[src/hdl/vpa_pkg.sv]
// Shared types and constants for the voice pair allocator.
// Used by the channel interfaces and the top level.
package vpa_pkg;

   localparam int NUM_VOICES_DEFAULT = 64;

   localparam int VOICE_W = 6;
   localparam int FLAGS_W = 3;
   localparam int USAGE_W = 2;

   localparam logic REQ_ALLOC = 1'b0;
   localparam logic REQ_FREE  = 1'b1;

   localparam int FLAG_MONO_BIT = 0;

   localparam logic [1:0] ROLE_NONE   = 2'b00;
   localparam logic [1:0] ROLE_MASTER = 2'b01;
   localparam logic [1:0] ROLE_SLAVE  = 2'b10;

   // One voice table entry. The five flag bits are {role, request flags}.
   typedef struct packed {
      logic               link;
      logic [1:0]         role;
      logic [FLAGS_W-1:0] rflags;
      logic [USAGE_W-1:0] usage;
   } voice_word_type;

   localparam int WORD_W = $bits(voice_word_type);

   typedef enum logic [2:0] {
      ST_IDLE,
      ST_SCAN,
      ST_WR_LO,
      ST_WR_HI,
      ST_FREE_RD,
      ST_FREE_CHK,
      ST_FREE_HI,
      ST_RESP
   } state_type;

endpackage

[src/hdl/vpa_if.sv]
// Valid/ready channel interfaces for requests and responses.
// Depends on vpa_pkg for the field widths.
interface vpa_req_if;
   import vpa_pkg::*;
   logic               valid;
   logic               ready;
   logic               req_type;
   logic [FLAGS_W-1:0] request_flags;
   logic [USAGE_W-1:0] usage_code;
   logic [VOICE_W-1:0] voice_index;

   modport source (output valid, output req_type, output request_flags,
                   output usage_code, output voice_index, input ready);
   modport sink   (input valid, input req_type, input request_flags,
                   input usage_code, input voice_index, output ready);
endinterface

interface vpa_rsp_if;
   import vpa_pkg::*;
   logic               valid;
   logic               ready;
   logic               granted;
   logic [VOICE_W-1:0] chosen_voice;
   logic               is_pair;

   modport source (output valid, output granted, output chosen_voice,
                   output is_pair, input ready);
   modport sink   (input valid, input granted, input chosen_voice,
                   input is_pair, output ready);
endinterface

[src/hdl/vpa_ram.sv]
// Generic simple dual-port RAM: one write port, one read port, registered read.
// No dependencies.
module vpa_ram #(
   parameter int WIDTH = 8,
   parameter int DEPTH = 64
) (
   input  logic                                    clock,
   input  logic                                    wr_en,
   input  logic [((DEPTH > 1) ? $clog2(DEPTH) : 1)-1:0] wr_addr,
   input  logic [WIDTH-1:0]                        wr_data,
   input  logic [((DEPTH > 1) ? $clog2(DEPTH) : 1)-1:0] rd_addr,
   output logic [WIDTH-1:0]                        rd_data
);

   logic [WIDTH-1:0] mem_ff [DEPTH];
   logic [WIDTH-1:0] rd_data_ff;

   always_ff @(posedge clock) begin
      if (wr_en) begin
         mem_ff[wr_addr] <= wr_data;
      end
      rd_data_ff <= mem_ff[rd_addr];
   end

   assign rd_data = rd_data_ff;

endmodule

[src/hdl/voice_pair_allocator_unit.sv]
// Voice pair allocator top level: voice table in a RAM, scanned by a small sequencer.
// Allocate: voices are scanned in order up to the hit (at most NUM_VOICES), then one word
// is written (mono) or two (pair), then the result goes into the response register.
// Free: read and clear the entry and a linked partner; out of range, just the response.
// One item at a time; the scan through the single RAM read port sets the rate.
// Reset clears the per-voice valid bits, so the whole table reads as free at once.
module voice_pair_allocator_unit #(
   parameter int NUM_VOICES = vpa_pkg::NUM_VOICES_DEFAULT
) (
   input logic      clock,
   input logic      reset,
   vpa_req_if.sink  req_port,
   vpa_rsp_if.source rsp_port
);
   import vpa_pkg::*;

   localparam int IW = (NUM_VOICES > 1) ? $clog2(NUM_VOICES) : 1;
   localparam int CW = $clog2(NUM_VOICES + 1);

   state_type state_ff, state_in;

   logic [CW-1:0]      cnt_ff, cnt_in;
   logic               chk_vld_ff, chk_vld_in;
   logic [IW-1:0]      chk_idx_ff, chk_idx_in;
   logic               even_free_ff, even_free_in;
   logic               rd_vld_ff, rd_vld_in;
   logic [NUM_VOICES-1:0] vbit_ff, vbit_in;
   logic [IW-1:0]      tgt_ff, tgt_in;
   logic               pair_ff, pair_in;
   voice_word_type     lo_word_ff, lo_word_in;
   voice_word_type     hi_word_ff, hi_word_in;
   logic [FLAGS_W-1:0] rflags_ff, rflags_in;
   logic [USAGE_W-1:0] usage_ff, usage_in;
   logic               res_granted_ff, res_granted_in;
   logic [VOICE_W-1:0] res_voice_ff, res_voice_in;
   logic               rsp_valid_ff, rsp_valid_in;
   logic               rsp_granted_ff, rsp_granted_in;
   logic [VOICE_W-1:0] rsp_voice_ff, rsp_voice_in;
   logic               rsp_pair_ff, rsp_pair_in;

   logic               accept;
   logic               issue;
   logic               mono;
   logic               free_now;
   logic               hit;
   logic               scan_end;
   logic               free_link;
   logic               slot_free;
   logic [IW-1:0]      hit_idx;
   logic [IW-1:0]      rd_addr;
   logic [WORD_W-1:0]  rd_data;
   voice_word_type     rd_word;
   logic               mem_we;
   logic [IW-1:0]      wr_addr;
   voice_word_type     wr_word;

   vpa_ram #(
      .WIDTH (WORD_W),
      .DEPTH (NUM_VOICES)
   ) u_table (
      .clock   (clock),
      .wr_en   (mem_we),
      .wr_addr (wr_addr),
      .wr_data (wr_word),
      .rd_addr (rd_addr),
      .rd_data (rd_data)
   );

   // An entry never written since reset reads as a free, unlinked voice.
   assign rd_word   = rd_vld_ff ? voice_word_type'(rd_data) : '0;
   assign accept    = req_port.valid && req_port.ready;
   assign issue     = (state_ff == ST_SCAN) && (cnt_ff < CW'(NUM_VOICES));
   assign mono      = rflags_ff[FLAG_MONO_BIT];
   assign free_now  = (rd_word.usage == '0);
   assign slot_free = !rsp_valid_ff || rsp_port.ready;

   // A pair hits on the odd voice when its even neighbour was seen free just before.
   assign hit = (state_ff == ST_SCAN) && chk_vld_ff && free_now &&
                (mono || (chk_idx_ff[0] && even_free_ff));
   assign hit_idx  = mono ? chk_idx_ff : (chk_idx_ff & ~IW'(1));
   assign scan_end = (state_ff == ST_SCAN) && chk_vld_ff &&
                     (chk_idx_ff == IW'(NUM_VOICES - 1)) && !hit;
   assign free_link = rd_word.link && ((int'(tgt_ff) + 1) < NUM_VOICES);

   // Next state.
   always_comb begin
      state_in = state_ff;
      case (state_ff)
         ST_IDLE: begin
            if (accept) begin
               if (req_port.req_type == REQ_FREE) begin
                  state_in = (int'(req_port.voice_index) < NUM_VOICES) ? ST_FREE_RD : ST_RESP;
               end else begin
                  state_in = ST_SCAN;
               end
            end
         end
         ST_SCAN: begin
            if (hit) begin
               state_in = ST_WR_LO;
            end else if (scan_end) begin
               state_in = ST_RESP;
            end
         end
         ST_WR_LO:    state_in = pair_ff ? ST_WR_HI : ST_RESP;
         ST_WR_HI:    state_in = ST_RESP;
         ST_FREE_RD:  state_in = ST_FREE_CHK;
         ST_FREE_CHK: state_in = free_link ? ST_FREE_HI : ST_RESP;
         ST_FREE_HI:  state_in = ST_RESP;
         ST_RESP: begin
            if (slot_free) begin
               state_in = ST_IDLE;
            end
         end
         default:     state_in = ST_IDLE;
      endcase
   end

   // Outputs of the sequencer: handshake, RAM read and write controls.
   always_comb begin
      req_port.ready = 1'b0;
      rd_addr        = cnt_ff[IW-1:0];
      mem_we         = 1'b0;
      wr_addr        = tgt_ff;
      wr_word        = '0;
      case (state_ff)
         ST_IDLE:     req_port.ready = 1'b1;
         ST_FREE_RD:  rd_addr = tgt_ff;
         ST_WR_LO: begin
            mem_we  = 1'b1;
            wr_word = lo_word_ff;
         end
         ST_WR_HI: begin
            mem_we  = 1'b1;
            wr_addr = tgt_ff + IW'(1);
            wr_word = hi_word_ff;
         end
         ST_FREE_CHK: mem_we = 1'b1;
         ST_FREE_HI: begin
            mem_we  = 1'b1;
            wr_addr = tgt_ff + IW'(1);
         end
         default: begin
         end
      endcase
   end

   // Datapath next values.
   always_comb begin
      cnt_in         = cnt_ff;
      chk_vld_in     = 1'b0;
      chk_idx_in     = cnt_ff[IW-1:0];
      even_free_in   = even_free_ff;
      rd_vld_in      = 1'b0;
      vbit_in        = vbit_ff;
      tgt_in         = tgt_ff;
      pair_in        = pair_ff;
      lo_word_in     = lo_word_ff;
      hi_word_in     = hi_word_ff;
      rflags_in      = rflags_ff;
      usage_in       = usage_ff;
      res_granted_in = res_granted_ff;
      res_voice_in   = res_voice_ff;
      rsp_granted_in = rsp_granted_ff;
      rsp_voice_in   = rsp_voice_ff;
      rsp_pair_in    = rsp_pair_ff;
      rsp_valid_in   = rsp_valid_ff && !rsp_port.ready;

      if (mem_we) begin
         for (int i = 0; i < NUM_VOICES; i++) begin
            if (wr_addr == IW'(i)) begin
               vbit_in[i] = 1'b1;
            end
         end
      end

      case (state_ff)
         ST_IDLE: begin
            if (accept) begin
               rflags_in      = req_port.request_flags;
               usage_in       = req_port.usage_code;
               cnt_in         = '0;
               even_free_in   = 1'b0;
               pair_in        = 1'b0;
               res_granted_in = 1'b0;
               res_voice_in   = '0;
               tgt_in         = IW'(req_port.voice_index);
               if (req_port.req_type == REQ_FREE) begin
                  res_voice_in = req_port.voice_index;
               end
            end
         end
         ST_SCAN: begin
            if (issue) begin
               cnt_in    = cnt_ff + CW'(1);
               rd_vld_in = vbit_ff[rd_addr];
            end
            chk_vld_in = issue && !hit;
            if (chk_vld_ff && !chk_idx_ff[0]) begin
               even_free_in = free_now;
            end
            if (hit) begin
               tgt_in         = hit_idx;
               pair_in        = !mono;
               res_granted_in = 1'b1;
               res_voice_in   = VOICE_W'(hit_idx);
               lo_word_in     = '{link: mono ? rd_word.link : 1'b1, role: ROLE_MASTER,
                                  rflags: rflags_ff, usage: usage_ff};
               hi_word_in     = '{link: rd_word.link, role: ROLE_SLAVE,
                                  rflags: rflags_ff, usage: usage_ff};
            end
         end
         ST_FREE_RD: rd_vld_in = vbit_ff[rd_addr];
         ST_FREE_CHK: begin
            res_granted_in = 1'b1;
            pair_in        = free_link;
         end
         ST_RESP: begin
            if (slot_free) begin
               rsp_valid_in   = 1'b1;
               rsp_granted_in = res_granted_ff;
               rsp_voice_in   = res_voice_ff;
               rsp_pair_in    = pair_ff;
            end
         end
         default: begin
         end
      endcase
   end

   always_ff @(posedge clock) begin
      if (reset) begin
         state_ff     <= ST_IDLE;
         cnt_ff       <= '0;
         chk_vld_ff   <= 1'b0;
         rd_vld_ff    <= 1'b0;
         vbit_ff      <= '0;
         rsp_valid_ff <= 1'b0;
      end else begin
         state_ff     <= state_in;
         cnt_ff       <= cnt_in;
         chk_vld_ff   <= chk_vld_in;
         rd_vld_ff    <= rd_vld_in;
         vbit_ff      <= vbit_in;
         rsp_valid_ff <= rsp_valid_in;
      end
   end

   always_ff @(posedge clock) begin
      chk_idx_ff     <= chk_idx_in;
      even_free_ff   <= even_free_in;
      tgt_ff         <= tgt_in;
      pair_ff        <= pair_in;
      lo_word_ff     <= lo_word_in;
      hi_word_ff     <= hi_word_in;
      rflags_ff      <= rflags_in;
      usage_ff       <= usage_in;
      res_granted_ff <= res_granted_in;
      res_voice_ff   <= res_voice_in;
      rsp_granted_ff <= rsp_granted_in;
      rsp_voice_ff   <= rsp_voice_in;
      rsp_pair_ff    <= rsp_pair_in;
   end

   assign rsp_port.valid        = rsp_valid_ff;
   assign rsp_port.granted      = rsp_granted_ff;
   assign rsp_port.chosen_voice = rsp_voice_ff;
   assign rsp_port.is_pair      = rsp_pair_ff;

endmodule
[src/flat_wrapper.sv]
// flat-port wrapper written by rule: the top's interface ports become plain ports
module voice_pair_allocator_unit_flat import vpa_pkg::*;
#(
   parameter int NUM_VOICES = vpa_pkg::NUM_VOICES_DEFAULT
)
  (clock, reset, req_port_valid, req_port_req_type, req_port_request_flags, req_port_usage_code, req_port_voice_index, req_port_ready, rsp_port_valid, rsp_port_granted, rsp_port_chosen_voice, rsp_port_is_pair, rsp_port_ready);
  vpa_req_if req_port_i ();
  vpa_rsp_if rsp_port_i ();
  input logic clock;
  input logic reset;
  input wire logic [$bits(req_port_i.valid)-1:0] req_port_valid;
  input wire logic [$bits(req_port_i.req_type)-1:0] req_port_req_type;
  input wire logic [$bits(req_port_i.request_flags)-1:0] req_port_request_flags;
  input wire logic [$bits(req_port_i.usage_code)-1:0] req_port_usage_code;
  input wire logic [$bits(req_port_i.voice_index)-1:0] req_port_voice_index;
  output wire logic [$bits(req_port_i.ready)-1:0] req_port_ready;
  output wire logic [$bits(rsp_port_i.valid)-1:0] rsp_port_valid;
  output wire logic [$bits(rsp_port_i.granted)-1:0] rsp_port_granted;
  output wire logic [$bits(rsp_port_i.chosen_voice)-1:0] rsp_port_chosen_voice;
  output wire logic [$bits(rsp_port_i.is_pair)-1:0] rsp_port_is_pair;
  input wire logic [$bits(rsp_port_i.ready)-1:0] rsp_port_ready;
  assign req_port_i.valid = req_port_valid;
  assign req_port_i.req_type = req_port_req_type;
  assign req_port_i.request_flags = req_port_request_flags;
  assign req_port_i.usage_code = req_port_usage_code;
  assign req_port_i.voice_index = req_port_voice_index;
  assign req_port_ready = req_port_i.ready;
  assign rsp_port_valid = rsp_port_i.valid;
  assign rsp_port_granted = rsp_port_i.granted;
  assign rsp_port_chosen_voice = rsp_port_i.chosen_voice;
  assign rsp_port_is_pair = rsp_port_i.is_pair;
  assign rsp_port_i.ready = rsp_port_ready;
  voice_pair_allocator_unit #(.NUM_VOICES(NUM_VOICES)) u_core (.clock(clock), .reset(reset), .req_port(req_port_i), .rsp_port(rsp_port_i));
endmodule
[config.mk]
export PLATFORM = sky130hd
export DESIGN_NAME = voice_pair_allocator_unit_flat
export DESIGN_NICKNAME = d
export VERILOG_FILES = /design/src/hdl/vpa_pkg.sv /design/src/hdl/vpa_if.sv /design/src/hdl/vpa_ram.sv /design/src/hdl/voice_pair_allocator_unit.sv /design/src/flat_wrapper.sv
export SDC_FILE = /design/constraint.sdc
export NUM_CORES = 1
export LEC_CHECK = 0
export BUFFER_PORTS_ARGS = -buffer_cell sky130_fd_sc_hd__buf_4
export CELL_PAD_IN_SITES_DETAIL_PLACEMENT = 0
export CELL_PAD_IN_SITES_GLOBAL_PLACEMENT = 1
export CORE_MARGIN = 2
export CORE_UTILIZATION = 45
export CTS_CLUSTER_DIAMETER = 100
export DETAILED_ROUTE_END_ITERATION = 8
export GPL_TIMING_DRIVEN = 1
export PLACE_DENSITY_LB_ADDON = 0.12
export SLEW_MARGIN = 10
export SYNTH_ARGS = -nofsm -noshare
export SYNTH_HDL_FRONTEND = slang
export SYNTH_SLANG_ARGS = --single-unit
[constraint.sdc]
create_clock -name clock -period 5.4 [get_ports clock]
set_input_delay 1.08 -clock clock [delete_from_list [all_inputs] [get_ports clock]]
set_output_delay 1.08 -clock clock [all_outputs]
set_load 0.02 [all_outputs]
* Word-level counts from Yosys, hierarchy flattened
Memory sizes are Yosys's and may differ from the RTL's. A register that Yosys moved wholly into a read port is not among the register bits.
Index checks and enable logic that the tools add are counted.
** Operators by class
- Add/sub/neg operators :: 3
- Order comparisons :: 3
- Mux-type cells :: 39
- Equality and inequality tests :: 77
- Reductions and logical operators :: 99
- Bitwise gates (word level) :: 1
** Operator list (count)
- 6-bit == test, second input constant :: 33
- 2-bit AND reduction :: 67
- 6-bit by 5-bit == test with 1-bit output, second input constant :: 16
- 6-bit by 4-bit == test with 1-bit output, second input constant :: 8
- 6-bit two-way mux :: 6
- 32-bit by 8-bit < comparator with 1-bit output, second input constant :: 1
- 6-bit by 3-bit == test with 1-bit output, second input constant :: 4
- 6-bit one-hot mux with 2 select lines :: 2
- 3-bit one-hot mux with 7 select lines :: 1
- 3-bit two-way mux :: 6
- 8-bit one-hot mux with 2 select lines :: 1
- 3-bit AND reduction :: 5
- 1-bit two-way mux :: 14
- 7-bit two-way mux :: 2
- 7-bit one-hot mux with 2 select lines :: 1
- 3-bit == test, second input constant :: 4
- 6-bit by 2-bit == test with 1-bit output, second input constant :: 2
- 1-bit logical AND :: 12
- 8-bit two-way mux :: 1
- 2-bit by 1-bit != test with 1-bit output, second input constant :: 4
- 6-bit by 1-bit adder with 7-bit output, second input constant :: 1
- 7-bit by 1-bit adder with 7-bit output, second input constant :: 1
- 6-bit by 7-bit < comparator with 1-bit output, second input constant :: 1
- 7-bit < comparator, second input constant :: 1
- other kinds (19) :: 28
** Word-level totals
- Output and inout port bits :: 10
- Input bits :: 16
- Bits in registers :: 118
- Bits in writable memories :: 512
- Logic and storage cells :: 307
- Memories :: 1
** Memories
- u_core.u_table.mem_ff :: depth 64, bits a word 8, read ports 1, clocked after Yosys merged registers in 1, wr ports 1, RTL line vpa_ram.sv:15 : logic [WIDTH-1:0] mem_ff [DEPTH];

* Depth between registers and ports, before layout
- Word-level depth :: 9
- Gate-level depth with buffers :: 11
- Mapped depth without buffers :: 8

* Modules after synthesis
Synthesis repeated with hierarchy kept, for this count alone.
** Unflattened totals
- Cells, all modules :: 1519
- Area total of the unflattened synthesis :: 25426.9 sq um
** By module, submodules not included
- vpa_ram :: times used 1, cells an instance 967, area each 20238.2 sq um
- voice_pair_allocator_unit :: times used 1, cells an instance 552, area each 5188.7 sq um

* Worst setup path before layout
No wires, ideal clock.
- Kind :: reg2reg
- Start :: reg u_core.state_ff[1]
- End :: mem u_core.u_table.mem_ff[0][0], data pin
- Stages on the path, launching flop included :: 4
- Library setup time :: 0.712 ns
- Slack :: 1.276 ns
- Arrival :: 3.412 ns
- Buffers on the path :: 1
- Data required time :: 4.688 ns
- Cell sequence :: dfxtp_1 clkbuf_1 inv_1 nor3b_1
** On the way
- Cells in the longest elaborated chain, start to end :: 2
- Elaborated cells between the ends (all ways) :: 3
- Classes of those cells :: eq/ne: 2; mux: 1
** RTL lines
- start, declared :: RTL line voice_pair_allocator_unit.sv:20 : state_type state_ff, state_in;
- start signal, assigned :: RTL line voice_pair_allocator_unit.sv:240 : state_ff <= state_in;
- 3-bit by 2-bit == test with 1-bit output :: RTL line voice_pair_allocator_unit.sv:126 : case (state_ff)
- 8-bit one-hot mux with 2 select lines (*) :: RTL line voice_pair_allocator_unit.sv:126
- via u_core.u_table.wr_data[0] :: RTL line vpa_ram.sv:10 : input logic [WIDTH-1:0] wr_data,
- end, declared :: RTL line vpa_ram.sv:15
Mark *: on every way through the listed nets, which the timed path passes. The rest lies on a longest branch.

* Worst setup path after layout
- Start :: reg u_core.state_ff[1]
- End :: reg u_core.u_table.rd_data_ff[0] (netlist: u_core.u_table.rd_data[0]), read port of u_core.u_table.mem_ff
** On the way
- Cells in the longest elaborated chain, start to end :: 2
** RTL lines
- 3-bit == test :: RTL line voice_pair_allocator_unit.sv:126
- 6-bit two-way mux :: RTL line voice_pair_allocator_unit.sv:126
- end, declared :: RTL line vpa_ram.sv:16 : logic [WIDTH-1:0] rd_data_ff;
Every way passes these cells.
A chain may end at the register's enable or synchronous reset.

==> flow_summary.toml <==
[critical_path]
cp_cell_sequence = "or3b_1 -> buf_4 -> mux2_4 -> nor2_4 -> buf_4 -> nand3_1 -> a31oi_1 -> nor4_1 -> and3_1"
cp.arrival_ns = 4.28
crit_fanout = 22
crit_top_cell = "buf_4"
slowest_delay_ns = 0.76
cp-end-kind = "register"
crit_slowest_cell = "dfxtp_1"
cp.required_ns = 5.80
start_kind = "register"
critPathKind = "register to register"

[synth]
syn-cell-area_um2 = 13000
yosysWarnings = 0
yosysUniqueCellTypes = 65
synth_seq_cells = 308
synth.yosys.seq_area_share = 0.645
synthArstFlopShare = 0
syn_nets = 1151
ys.flop_type = "edfxtp_1"
synth_edf_count = 222
synthCells = 1133
avgSynthCellArea_um2 = 11.5

[floorplan]
die-area_um2 = 30300
core-area_um2 = 28600
start_util = 0.455
rows = 62
ios = 26
dieHeight_um = 174
fp.dieW_um = 174

[sta]
finalSetupViolCount = 0
skew_ns = 0.0105
fmax_mhz = 258
period_share = 0.718
fin_crit_ns = 3.88
whs_ns = 0.415
rsz0062_at_grt = "false"
worst_pin_slew_ns = 1.11
max_slew_margin = 0.259
setup_tns_ns = 0
hold_viol = 0
layout_setup_ws_ns = 1.52
drv_slew = 0

[finish]
nets = 1174
antennaDiodeCount = 0
syn_to_final_growth_pct = 13.1
layout-drive-gt1-share = 0.147

[drt]
ant_nets = 0
vias_per_cell = 5.60
top_layer = "met4"
drtIter0Drc = 804
vias = 8765
dr.pass1.iters = 5
wl_met2_um = 15300
wl_met3_um = 2100
m1WireLength_um = 15500
post_drt_wl_per_cell_um = 21.5
drc = 0
wl_um = 33600

[power]
leakage_nw = 5.06
vdd_ir_drop_max_mv = 0.248
p_per_area_nw_per_um2 = 418

[cts]
clockBufferDepth = 3
h-tree-depth = 2
clkLatencyLatePin_ns = 0.51
root_buffer = "clkbuf_16"
cts_tree = "yes"
clk_pin_slew_ns = 0.06
cts_hold_buf = 0
cts_sinks = 308
cts_made_buffers = 35
cts_resized = 0
post-cts-setup-buffer-count = 0

[global_route]
antenna_found_initial = 0
grt_pass1_vias = 8448
grt_max_degree = 72
globalRouteOverflowTotal = 0
grt_use_total = 0.224
grt_pass1_wl_um = 51300

[place]
dp_hpwl_um = 22500
io_buffers = 23
place.gp.congestion = 0.838
dp_slack_ns = 1.56

[hold_path]
min_path_type = "register to register"

[job]
drv_cap = 0

[outcome]
status = "complete, no violations"
==> area by class of cell <==
type	instances	area (µm²)
multi-input cells	752	4310
inverters	8	30.0
fillers	2524	13900
repair buffers	51	433
clock buffers	53	983
flip-flops and latches	308	8390
well taps	384	480
clock inverters	9	97.6
==> through the flow <==
step                       util  cells  cell area, µm²  power (W)
final                     0.514   1565           14700    0.00615
after global routing      0.514   1565           14700    0.00640
after CTS                 0.514   1565           14700    0.00619
after detailed placement  0.476   1503           13600    0.00394
after global placement    0.476   1503           13600    0.00394
after floorplan               -   1133           13000    0.00353
==> flip-flops by register name, summed over array words and instances, names as in the netlist <==
| register | count |
|---|---|
| u_core.res_voice_ff | 6 |
| u_core.rsp_port.chosen_voice | 6 |
| u_core.rflags_ff | 1 |
| u_core.even_free_ff | 1 |
| u_core.lo_word_ff | 3 |
| u_core.u_table.mem_ff | 192 |
| u_core.state_ff | 3 |
| u_core.rsp_port.granted | 1 |
| u_core.rsp_port.valid | 1 |
| u_core.hi_word_ff | 1 |
| u_core.res_granted_ff | 1 |
| u_core.tgt_ff | 6 |
| u_core.rsp_port.is_pair | 1 |
| u_core.pair_ff | 1 |
| u_core.cnt_ff | 7 |
| u_core.chk_idx_ff | 6 |
| u_core.chk_vld_ff | 1 |
| u_core.usage_ff | 2 |
| u_core.u_table.rd_data | 3 |
| u_core.vbit_ff | 64 |
| u_core.rd_vld_ff | 1 |
==> Yosys cell counts, types with 3 or more instances <==
library cell	number	share of area
a21oi_1	36	0.014
a221oi_1	4	0.0027
a22oi_1	4	0.0023
a31oi_1	28	0.013
a32oi_1	21	0.014
and3_1	10	0.0048
buf_1	3	0.00087
buf_2	22	0.0085
buf_4	8	0.0046
clkbuf_1	30	0.0087
dfxtp_1	86	0.13
edfxtp_1	222	0.51
inv_1	8	0.0023
mux2_2	3	0.0026
mux2i_1	32	0.025
mux2i_4	3	0.0052
nand2_1	250	0.072
nand2b_1	6	0.0029
nand3_1	84	0.032
nand4_1	11	0.0053
nor2_1	98	0.028
nor2_2	3	0.0014
nor2b_1	5	0.0024
nor3_1	15	0.0058
nor3b_1	3	0.0017
nor4_1	5	0.0024
o21ai_0	10	0.0038
o21ai_1	3	0.0012
o21ba_1	5	0.0038
o21ba_2	51	0.039
or3_1	7	0.0034
xnor2_1	7	0.0047
xor2_1	6	0.0040
==> routing by layer <==
metal,global-route usage,vias up
met4,0.0602,0
met2,0.347,246
met3,0.0396,61
met5,0,-
li1,-,4150
met1,0.325,4308
==> layout by cell type (no fill, tap or decap), drive strengths merged, types with 6 or more instances in the layout <==
cell	n
edfxtp	222
mux2i	35
clkinv	6
a32oi	21
dfxtp	86
inv	9
a31oi	29
nand2b	6
xor2	7
nand2	250
a21oi	37
buf	51
xnor2	8
nor3	15
nand3	84
nor2	103
clkbuf	53
nand4	11
o21ba	56
and3	10
o21ai	14
or3	7
==> worst paths after layout <==
kind | slack (ns) | from | to | cells past startpoint
max | 1.52 | u_core.state_ff[1]$_SDFFE_PP0P_ | u_core.u_table.rd_data[0]$_DFF_P_ | 9
min | 0.42 | u_core.cnt_ff[5]$_SDFFE_PP0P_ | u_core.chk_idx_ff[5]$_DFF_P_ | 0
max reg2reg | 1.52 | u_core.state_ff[1]$_SDFFE_PP0P_ | u_core.u_table.rd_data[0]$_DFF_P_ | 9
min reg2reg | 0.42 | u_core.cnt_ff[5]$_SDFFE_PP0P_ | u_core.chk_idx_ff[5]$_DFF_P_ | 0
==> where the power goes <==
part	internal [W]	switching, W	leakage [nW]
clock network	0.00135	0.000906	0.524
registers	0.00266	0.0000760	2.78
logic	0.000354	0.000804	1.76
==> worst max-delay path, delay by kind of cell, from the launching register on <==
family	cells	cell delay, ns
AND/OR/NAND/NOR	5	1.53
flip-flops	1	0.76
buffers and inverters	2	0.63
multiplexers	1	0.44
AO/OA/AOI/OAI	1	0.41
==> cell families (layout without fill, tap and decap cells) <==
kind of cell,count (synthesis),in the layout,synth area share
compound gates,185,185,0.109
xor+xnor,15,15,0.0113
fa+ha+maj,2,2,0.00192
buf+inv,73,121,0.0266
flops,308,308,0.645
mux,40,40,0.0347
simple gates,510,510,0.171
No activity file was read; power rests on OpenSTA's default activity.
